==> config.mk <==
export PLATFORM = sky130hd
export DESIGN_NAME = unique_key_value_table
export DESIGN_NICKNAME = d
export VERILOG_FILES = /design/src/rtl/ukvt_pkg.sv /design/src/rtl/ukvt_cell.sv /design/src/rtl/unique_key_value_table.sv
export SDC_FILE = /design/constraint.sdc
export NUM_CORES = 2
export LEC_CHECK = 0
export BUFFER_PORTS_ARGS = -buffer_cell sky130_fd_sc_hd__buf_2
export CAP_MARGIN = 20
export CORE_UTILIZATION = 35
export DETAILED_ROUTE_END_ITERATION = 16
export PLACE_DENSITY = 0.5
export SYNTH_ARGS = -nofsm -noshare
export SYNTH_HDL_FRONTEND = slang
export SYNTH_SLANG_ARGS = --single-unit
==> constraint.sdc <==
create_clock -name clk -period 25.9 [get_ports clk]
set_input_delay 5.18 -clock clk [delete_from_list [all_inputs] [get_ports clk]]
set_output_delay 5.18 -clock clk [all_outputs]
set_load 0.01 [all_outputs]
==> src/rtl/ukvt_pkg.sv <==
`default_nettype none

package ukvt_pkg;

  localparam int CAPACITY = 8;
  localparam int IDX_W    = $clog2(CAPACITY);
  localparam int CNT_W    = $clog2(CAPACITY + 1);

  typedef enum logic [1:0] {
    ACT_ADD    = 2'd0,
    ACT_DELETE = 2'd1,
    ACT_SEARCH = 2'd2,
    ACT_READ   = 2'd3
  } action_t;

  typedef enum logic [2:0] {
    ST_OK      = 3'd0,
    ST_DUP     = 3'd1,
    ST_FULL    = 3'd2,
    ST_MISSING = 3'd3,
    ST_RANGE   = 3'd4
  } status_t;

  typedef enum logic [1:0] {
    CELL_HOLD = 2'd0,
    CELL_ADD  = 2'd1,
    CELL_DEL  = 2'd2
  } cell_op_t;

  typedef struct packed {
    logic [1:0]          action;
    logic signed [31:0]  lookup_key;
    logic [31:0]         payload_in;
    logic [2:0]          position_in;
  } in_item_t;

  typedef struct packed {
    logic [2:0]          status;
    logic [2:0]          position_out;
    logic signed [31:0]  key_out;
    logic [31:0]         payload_out;
    logic [3:0]          entry_count;
  } out_item_t;

  // Command broadcast to every cell.
  typedef struct packed {
    cell_op_t            op;
    logic signed [31:0]  key;
    logic [31:0]         pay;
  } cell_ctl_t;

  // Match and read results rippling down the chain.
  typedef struct packed {
    logic                seen;
    logic [IDX_W-1:0]    hit_pos;
    logic signed [31:0]  hit_key;
    logic [31:0]         hit_pay;
    logic                rd_hit;
    logic signed [31:0]  rd_key;
    logic [31:0]         rd_pay;
  } chain_t;

  function automatic logic [2:0] pos3(input logic [IDX_W-1:0] x);
    logic [IDX_W+2:0] w;
    w = {3'b000, x};
    return w[2:0];
  endfunction

  function automatic logic [3:0] cnt4(input logic [CNT_W-1:0] x);
    logic [CNT_W+3:0] w;
    w = {4'b0000, x};
    return w[3:0];
  endfunction

endpackage

`default_nettype wire

==> src/rtl/ukvt_cell.sv <==
`default_nettype none

module ukvt_cell (
  input  logic                          clk,
  input  logic                          rst_n,
  input  ukvt_pkg::cell_ctl_t           ctl,
  input  logic [ukvt_pkg::IDX_W-1:0]    cell_idx,
  input  logic                          rd_sel,
  input  logic                          prev_valid,
  input  logic                          next_valid,
  input  logic signed [31:0]            next_key,
  input  logic [31:0]                   next_pay,
  input  ukvt_pkg::chain_t              chain_in,
  output ukvt_pkg::chain_t              chain_out,
  output logic                          valid_o,
  output logic signed [31:0]            key_o,
  output logic [31:0]                   pay_o
);

  logic               valid_r, valid_nxt;
  logic signed [31:0] key_r, key_nxt;
  logic [31:0]        pay_r, pay_nxt;
  logic               match;

  assign match = valid_r && (key_r == ctl.key);

  always_comb begin
    chain_out = chain_in;
    chain_out.seen = chain_in.seen | match;
    if (match && !chain_in.seen) begin
      chain_out.hit_pos = cell_idx;
      chain_out.hit_key = key_r;
      chain_out.hit_pay = pay_r;
    end
    if (rd_sel && valid_r) begin
      chain_out.rd_hit = 1'b1;
      chain_out.rd_key = key_r;
      chain_out.rd_pay = pay_r;
    end
  end

  always_comb begin
    valid_nxt = valid_r;
    key_nxt   = key_r;
    pay_nxt   = pay_r;
    case (ctl.op)
      ukvt_pkg::CELL_ADD: begin
        // first empty slot takes the new entry
        if (!valid_r && prev_valid) begin
          valid_nxt = 1'b1;
          key_nxt   = ctl.key;
          pay_nxt   = ctl.pay;
        end
      end
      ukvt_pkg::CELL_DEL: begin
        // close the gap: every cell at or after the hit takes its neighbour
        if (chain_out.seen) begin
          valid_nxt = next_valid;
          key_nxt   = next_key;
          pay_nxt   = next_pay;
        end
      end
      default: ;
    endcase
  end

  always_ff @(posedge clk) begin
    if (!rst_n) begin
      valid_r <= 1'b0;
    end else begin
      valid_r <= valid_nxt;
    end
    key_r <= key_nxt;
    pay_r <= pay_nxt;
  end

  assign valid_o = valid_r;
  assign key_o   = key_r;
  assign pay_o   = pay_r;

endmodule

`default_nettype wire

==> src/rtl/unique_key_value_table.sv <==
`default_nettype none

// Ordered key/value table of CAPACITY (8) entries in insertion order. Raise
// start with an item while busy is low; busy never rises, so one item is
// taken every cycle. The result appears on out_item with out_valid high for
// exactly one cycle, the cycle after the item was taken, and must be
// captured then: there is no way to hold it off. Each item is handled by
// one pass of the key compare ripple along the row of cells, which also
// drives the shift on delete. Entries need no clearing after reset: a
// per-cell valid bit marks the occupied slots.
module unique_key_value_table (
  input  logic                clk,
  input  logic                rst_n,
  input  logic                start,
  output logic                busy,
  input  ukvt_pkg::in_item_t  in_item,
  output logic                out_valid,
  output ukvt_pkg::out_item_t out_item
);

  localparam int CAP = ukvt_pkg::CAPACITY;

  logic                          accept;
  logic [ukvt_pkg::CNT_W-1:0]    count_r, count_nxt;
  logic                          out_valid_r;
  ukvt_pkg::out_item_t           out_item_r, out_item_nxt;
  ukvt_pkg::cell_ctl_t           ctl;
  ukvt_pkg::chain_t              chain_w [CAP+1];
  ukvt_pkg::chain_t              fin;
  logic [CAP-1:0]                valid_w;
  logic signed [31:0]            key_w [CAP];
  logic [31:0]                   pay_w [CAP];
  logic [CAP-1:0]                rd_sel;
  logic                          full;

  // The block is always ready: busy is tied low.
  assign busy   = 1'b0;
  assign accept = start && !busy;

  assign chain_w[0] = '0;
  assign fin        = chain_w[CAP];
  assign full       = (count_r == ukvt_pkg::CNT_W'(CAP));

  // Decide the cell command: add only when the key is new and a slot is free,
  // delete only when some cell matched.
  always_comb begin
    ctl.key = in_item.lookup_key;
    ctl.pay = in_item.payload_in;
    ctl.op  = ukvt_pkg::CELL_HOLD;
    if (accept) begin
      case (in_item.action)
        ukvt_pkg::ACT_ADD:    if (!fin.seen && !full) ctl.op = ukvt_pkg::CELL_ADD;
        ukvt_pkg::ACT_DELETE: if (fin.seen) ctl.op = ukvt_pkg::CELL_DEL;
        default: ;
      endcase
    end
  end

  genvar g;
  generate
    for (g = 0; g < CAP; g++) begin : g_cell
      logic                prev_v;
      logic                next_v;
      logic signed [31:0]  next_k;
      logic [31:0]         next_p;

      if (g == 0) begin : g_head
        assign prev_v = 1'b1;
      end else begin : g_body
        assign prev_v = valid_w[g-1];
      end

      if (g == CAP - 1) begin : g_tail
        assign next_v = 1'b0;
        assign next_k = '0;
        assign next_p = '0;
      end else begin : g_mid
        assign next_v = valid_w[g+1];
        assign next_k = key_w[g+1];
        assign next_p = pay_w[g+1];
      end

      assign rd_sel[g] = ({29'd0, in_item.position_in} == 32'(g));

      ukvt_cell u_cell (
        .clk        (clk),
        .rst_n      (rst_n),
        .ctl        (ctl),
        .cell_idx   (ukvt_pkg::IDX_W'(g)),
        .rd_sel     (rd_sel[g]),
        .prev_valid (prev_v),
        .next_valid (next_v),
        .next_key   (next_k),
        .next_pay   (next_p),
        .chain_in   (chain_w[g]),
        .chain_out  (chain_w[g+1]),
        .valid_o    (valid_w[g]),
        .key_o      (key_w[g]),
        .pay_o      (pay_w[g])
      );
    end
  endgenerate

  // Build the result and the new entry count.
  always_comb begin
    count_nxt    = count_r;
    out_item_nxt = '0;
    case (in_item.action)
      ukvt_pkg::ACT_ADD: begin
        if (fin.seen) begin
          out_item_nxt.status       = ukvt_pkg::ST_DUP;
          out_item_nxt.position_out = ukvt_pkg::pos3(fin.hit_pos);
          out_item_nxt.key_out      = fin.hit_key;
          out_item_nxt.payload_out  = fin.hit_pay;
        end else if (full) begin
          out_item_nxt.status = ukvt_pkg::ST_FULL;
        end else begin
          out_item_nxt.status       = ukvt_pkg::ST_OK;
          out_item_nxt.position_out =
            ukvt_pkg::pos3(count_r[ukvt_pkg::IDX_W-1:0]);
          out_item_nxt.key_out      = in_item.lookup_key;
          out_item_nxt.payload_out  = in_item.payload_in;
          count_nxt                 = count_r + 1'b1;
        end
      end
      ukvt_pkg::ACT_DELETE, ukvt_pkg::ACT_SEARCH: begin
        if (fin.seen) begin
          out_item_nxt.status       = ukvt_pkg::ST_OK;
          out_item_nxt.position_out = ukvt_pkg::pos3(fin.hit_pos);
          out_item_nxt.key_out      = fin.hit_key;
          out_item_nxt.payload_out  = fin.hit_pay;
          if (in_item.action == ukvt_pkg::ACT_DELETE) begin
            count_nxt = count_r - 1'b1;
          end
        end else begin
          out_item_nxt.status = ukvt_pkg::ST_MISSING;
        end
      end
      ukvt_pkg::ACT_READ: begin
        // the selected cell is valid exactly when the position is below the count
        if (fin.rd_hit) begin
          out_item_nxt.status       = ukvt_pkg::ST_OK;
          out_item_nxt.position_out = in_item.position_in;
          out_item_nxt.key_out      = fin.rd_key;
          out_item_nxt.payload_out  = fin.rd_pay;
        end else begin
          out_item_nxt.status = ukvt_pkg::ST_RANGE;
        end
      end
      default: ;
    endcase
    out_item_nxt.entry_count = ukvt_pkg::cnt4(count_nxt);
  end

  always_ff @(posedge clk) begin
    if (!rst_n) begin
      count_r     <= '0;
      out_valid_r <= 1'b0;
    end else begin
      out_valid_r <= accept;
      if (accept) begin
        count_r <= count_nxt;
      end
    end
    if (accept) begin
      out_item_r <= out_item_nxt;
    end
  end

  assign out_valid = out_valid_r;
  assign out_item  = out_item_r;

  // Checks.
  a_result_follows_item: assert property (@(posedge clk) disable iff (!rst_n)
    out_valid |-> $past(accept))
    else $error("result strobe without an item taken the cycle before");

  a_count_matches_cells: assert property (@(posedge clk) disable iff (!rst_n)
    $countones(valid_w) == 32'(count_r))
    else $error("entry count disagrees with occupied cells");

  a_count_bounded: assert property (@(posedge clk) disable iff (!rst_n)
    count_r <= ukvt_pkg::CNT_W'(CAP))
    else $error("entry count beyond capacity");

  a_delete_shrinks: assert property (@(posedge clk) disable iff (!rst_n)
    (ctl.op == ukvt_pkg::CELL_DEL) |=> (count_r == $past(count_r) - 1'b1))
    else $error("delete did not shrink the table");

endmodule

`default_nettype wire
==> impl_metrics.xml <==
<?xml version="1.0" encoding="UTF-8"?>
<metrics>
  <group name="timing">
    <metric name="skew" unit="ps">28.4</metric>
    <metric name="layout_min_cycle_time" unit="ps">10220</metric>
    <metric name="totalNegativeSetupSlack" unit="ps">0</metric>
    <metric name="maximum_clock_frequency" unit="GHz">0.0978</metric>
    <metric name="finalSetupViolCount" unit="">0</metric>
    <metric name="tightestPinTransition" unit="ps">1250</metric>
    <metric name="report.final.hold_viol_count" unit="">0</metric>
    <metric name="final-max-slew-violation-count" unit="">0</metric>
    <metric name="timing.final.crit_share" unit="%">39.5</metric>
    <metric name="maxSlewHeadroom" unit="%">16.4</metric>
    <metric name="grt_setup_unrepaired" unit="">false</metric>
  </group>
  <group name="finish">
    <metric name="seq_area" unit="mm²">0.0179</metric>
    <metric name="synth_to_final_area_change" unit="%">12.4</metric>
    <metric name="multi_input_area" unit="mm²">0.0146</metric>
    <metric name="drive_gt1_share" unit="%">9.84</metric>
    <metric name="nets" unit="">3591</metric>
    <metric name="num-fill-cells" unit="">9738</metric>
  </group>
  <group name="setup_path">
    <metric name="worst-endpoint-required" unit="ps">26380</metric>
    <metric name="worst_ep_arrival_time" unit="ps">10700</metric>
    <metric name="r2r_end" unit="">g_cell[4].u_cell.key_o[5]</metric>
    <metric name="timing.critical_path.to_type" unit="">register</metric>
    <metric name="cpMaxStageDelayCell" unit="">sky130_fd_sc_hd__buf_4</metric>
    <metric name="crit_path_start_kind" unit="">input port</metric>
    <metric name="reg2reg_depth" unit="">14</metric>
    <metric name="r2r_setup_slack" unit="ps">20010</metric>
    <metric name="cpPeakStageDelay" unit="ps">650</metric>
    <metric name="criticalPathCategory" unit="">in2reg</metric>
    <metric name="worst_r2r_startpoint" unit="">g_cell[1].u_cell.key_o[24]</metric>
    <metric name="worstPathCellList" unit="">buf_2, xor2_1, nor4_1, nand4_1, or3_4, nand4_1, or2_2, nor3_2, nand2_1, ha_4, inv_6, buf_4, nand2_1, o21ai_0</metric>
    <metric name="cp_max_fo" unit="">88</metric>
  </group>
  <group name="floorplanning">
    <metric name="die_h" unit="µm">314</metric>
    <metric name="die_w" unit="µm">314</metric>
    <metric name="num_io_pins" unit="">148</metric>
    <metric name="dieArea" unit="mm²">0.0988</metric>
    <metric name="initial_utilization" unit="%">35.3</metric>
    <metric name="row_count" unit="">114</metric>
    <metric name="coreArea" unit="mm²">0.0967</metric>
  </group>
  <group name="synthesis">
    <metric name="number_of_flops_mapped_to_enable_cells_by_yosys" unit="">586</metric>
    <metric name="yosys_warnings" unit="">0</metric>
    <metric name="synth_async_sr_flop_share" unit="%">0</metric>
    <metric name="postSynth.topFlopCell" unit="">sky130_fd_sc_hd__edfxtp_1</metric>
    <metric name="netlist-cell-type-count" unit="">66</metric>
    <metric name="yosys.cell_count.top_type" unit="">sky130_fd_sc_hd__nand2_1</metric>
    <metric name="total_nets_after_synthesis" unit="">3573</metric>
    <metric name="syn-mean-instance-area" unit="µm²">9.78</metric>
    <metric name="cells_taking_the_most_area_after_synthesis" unit="">sky130_fd_sc_hd__edfxtp_1 52%, sky130_fd_sc_hd__nand2_1 9.0%, sky130_fd_sc_hd__xor2_1 5.0%, sky130_fd_sc_hd__o21ai_0 4.1%, sky130_fd_sc_hd__a22oi_1 3.1%</metric>
    <metric name="synth_common_cells" unit="">822 x sky130_fd_sc_hd__nand2_1, 586 x sky130_fd_sc_hd__edfxtp_1, 277 x sky130_fd_sc_hd__o21ai_0, 219 x sky130_fd_sc_hd__inv_1, 196 x sky130_fd_sc_hd__xor2_1</metric>
    <metric name="synth_cells" unit="">3492</metric>
    <metric name="synth.ff_latch_count" unit="">599</metric>
    <metric name="synth_top_area_share" unit="%">51.5</metric>
    <metric name="synth_seq_area_share" unit="%">52.3</metric>
    <metric name="synth.cell_area" unit="mm²">0.0341</metric>
    <metric name="post-synth-top-area-cell" unit="">sky130_fd_sc_hd__edfxtp_1</metric>
  </group>
  <group name="clock_network">
    <metric name="clock-sinks" unit="">599</metric>
    <metric name="worstSkewPairLatency" unit="ps">670</metric>
    <metric name="cts-htree-levels" unit="">3</metric>
    <metric name="cts_tree" unit="">yes</metric>
    <metric name="cts_resized" unit="">0</metric>
    <metric name="cts_hold_buffers" unit="">0</metric>
    <metric name="cts-buffers-inserted" unit="">72</metric>
    <metric name="cts.repair_timing.setup_buffer_count" unit="">0</metric>
    <metric name="worst_setup_hold_path_clk_slew" unit="ps">60</metric>
    <metric name="clockRootBuffer" unit="">sky130_fd_sc_hd__clkbuf_16</metric>
    <metric name="cts_buffer_depth" unit="">3</metric>
  </group>
  <group name="job">
    <metric name="timing.max_cap.violations" unit="">0</metric>
  </group>
  <group name="power">
    <metric name="power.ir.vdd_worst" unit="µV">39.8</metric>
    <metric name="total_leakage_power" unit="nW">14.2</metric>
    <metric name="fin_total_pwr" unit="W">0.00237</metric>
    <metric name="pwr_density_cell" unit="mW/mm²">61.9</metric>
  </group>
  <group name="drt">
    <metric name="wire_per_inst" unit="µm">31.2</metric>
    <metric name="wirelength" unit="mm">151</metric>
    <metric name="post-route-drc-count" unit="">0</metric>
    <metric name="postRouteAntennaNets" unit="">0</metric>
    <metric name="length_of_the_first_detailed_routing_pass_in_iterations" unit="">8</metric>
    <metric name="detail_route.iter0.violations" unit="">3950</metric>
    <metric name="detailed_route_via_count" unit="">30000</metric>
    <metric name="post_drt_via_cell_ratio" unit="">6.19</metric>
  </group>
  <group name="run_status">
    <metric name="outcome" unit="">complete, no violations</metric>
  </group>
  <group name="hold_path">
    <metric name="worst_hold_path.num_cells" unit="">2</metric>
    <metric name="hold_path_end" unit="">g_cell[2].u_cell.pay_o[29]</metric>
    <metric name="min_from" unit="">g_cell[3].u_cell.pay_o[29]</metric>
    <metric name="hold_class" unit="">reg2reg</metric>
  </group>
  <group name="placed_design">
    <metric name="portBuffers" unit="">146</metric>
    <metric name="global_placer_s_final_weighted_congestion" unit="">1.06</metric>
    <metric name="dpl.hpwl" unit="mm">95.9</metric>
  </group>
  <group name="global_route">
    <metric name="grt_pass1_wl" unit="mm">215</metric>
    <metric name="grt_util_all_layers" unit="%">30.2</metric>
    <metric name="grt_start_max_net_pins" unit="">90</metric>
    <metric name="grt-ovfl-total" unit="">0</metric>
    <metric name="number_of_antenna_violations_at_the_first_check_in_global_routing" unit="">7</metric>
    <metric name="via_count_of_the_first_global_routing_pass" unit="">28200</metric>
  </group>
</metrics>
## sequential cells by signal, summed over array words and instances, names as in the netlist
name / count
g_cell.u_cell.key_o: 256
g_cell.u_cell.pay_o: 256
out_item: 74
g_cell.u_cell.valid_o: 8
count_r: 4
out_valid: 1
## how the worst max path moves through the flow
stage | start | end | slack [ps] | depth (start not counted)
2_1_floorplan | in_item[58] | g_cell[3].u_cell.valid_o | 12480 | 17
3_3_place_gp | in_item[55] | g_cell[5].u_cell.key_o[10] | 15130 | 14
3_5_place_dp | in_item[59] | g_cell[5].u_cell.key_o[10] | 15120 | 15
4_1_cts | in_item[46] | g_cell[5].u_cell.key_o[12] | 15800 | 15
5_1_grt | in_item[55] | g_cell[0].u_cell.key_o[25] | 15410 | 14
6_report | in_item[55] | g_cell[4].u_cell.key_o[5] | 15680 | 14
## stage by stage
stage	util [%]	worst slack, ps	hold slack [ps]	instances	area, µm²
after floorplan	-	12480	522	3492	34100
after global placement	37.2	15130	555	4710	36000
after detailed placement	37.2	15120	563	4712	36000
after CTS	39.7	15800	575	4842	38400
after global routing	39.7	15410	599	4843	38400
final	39.7	15680	574	4846	38400
## layer usage
metal	vias to the layer above	track usage, %	part of all wire, %
met2	1894	44.9	43
met4	6	8.80	2.9
met3	278	4.97	9.8
met5	-	0	0.024
met1	14900	44.7	44
li1	12900	-	-
## layout by cell type (no fill, tap or decap), drive strengths merged, types with 6 or more instances in the layout
| cell type | instances |
|---|---|
| clkbuf | 87 |
| nand4b | 11 |
| nand4 | 29 |
| a222oi | 47 |
| nor2 | 51 |
| inv | 224 |
| o211ai | 14 |
| a311oi | 8 |
| nand3 | 151 |
| a211o | 62 |
| buf | 204 |
| nor3 | 29 |
| o21ai | 277 |
| edfxtp | 586 |
| xnor2 | 61 |
| ha | 9 |
| xor2 | 196 |
| a22o | 56 |
| nand2 | 823 |
| mux2i | 61 |
| dfxtp | 13 |
| a21boi | 6 |
| a32oi | 8 |
| a21oi | 15 |
| or4 | 6 |
| nor4 | 86 |
| or3 | 7 |
| a221oi | 67 |
| a31oi | 115 |
| a41oi | 12 |
| and2 | 7 |
| a22oi | 140 |
| bufinv | 7 |
| nor4b | 9 |
| clkinv | 28 |
## layout make-up
cell class                 instances  area share [%]
timing repair buffer             204            3.09
clock inverter                    43            1.14
tap                             1276            4.16
multi-input combinational       2414            37.9
antenna                            4          0.0261
sequential                       599            46.5
inverter                         219            2.15
clock buffer                      87            4.98
## report_power, final
part / leakage (nW) / internal (W) / switching, W
sequential: 5.56 / 0.00110 / 0.0000288
clock: 1.15 / 0.000599 / 0.000445
combinational: 7.47 / 0.0000490 / 0.000151
## worst max-delay path, delay by kind of cell
family                     cells  cell delay (ps)
xor gates and xnor gates       1              630
adders and majority gates      1              350
buffers and inverters          3             1480
and+or+nand+nor                8             2610
AOI/OAI and AO/OA              1              190
## cell families after synthesis
logic type               count (synthesis)  share of synthesized area [%]
AO/OA/AOI/OAI                          847                           17.3
XOR/XNOR                               257                           6.59
adder cells (fa/ha/maj)                  9                          0.330
buffers and inverters                  479                           5.70
flip-flops                             599                           52.3
multiplexers                            62                           1.82
other                                    1                         0.0110
AND/OR/NAND/NOR                       1238                           16.0
No activity file was read; power rests on OpenSTA's default activity.
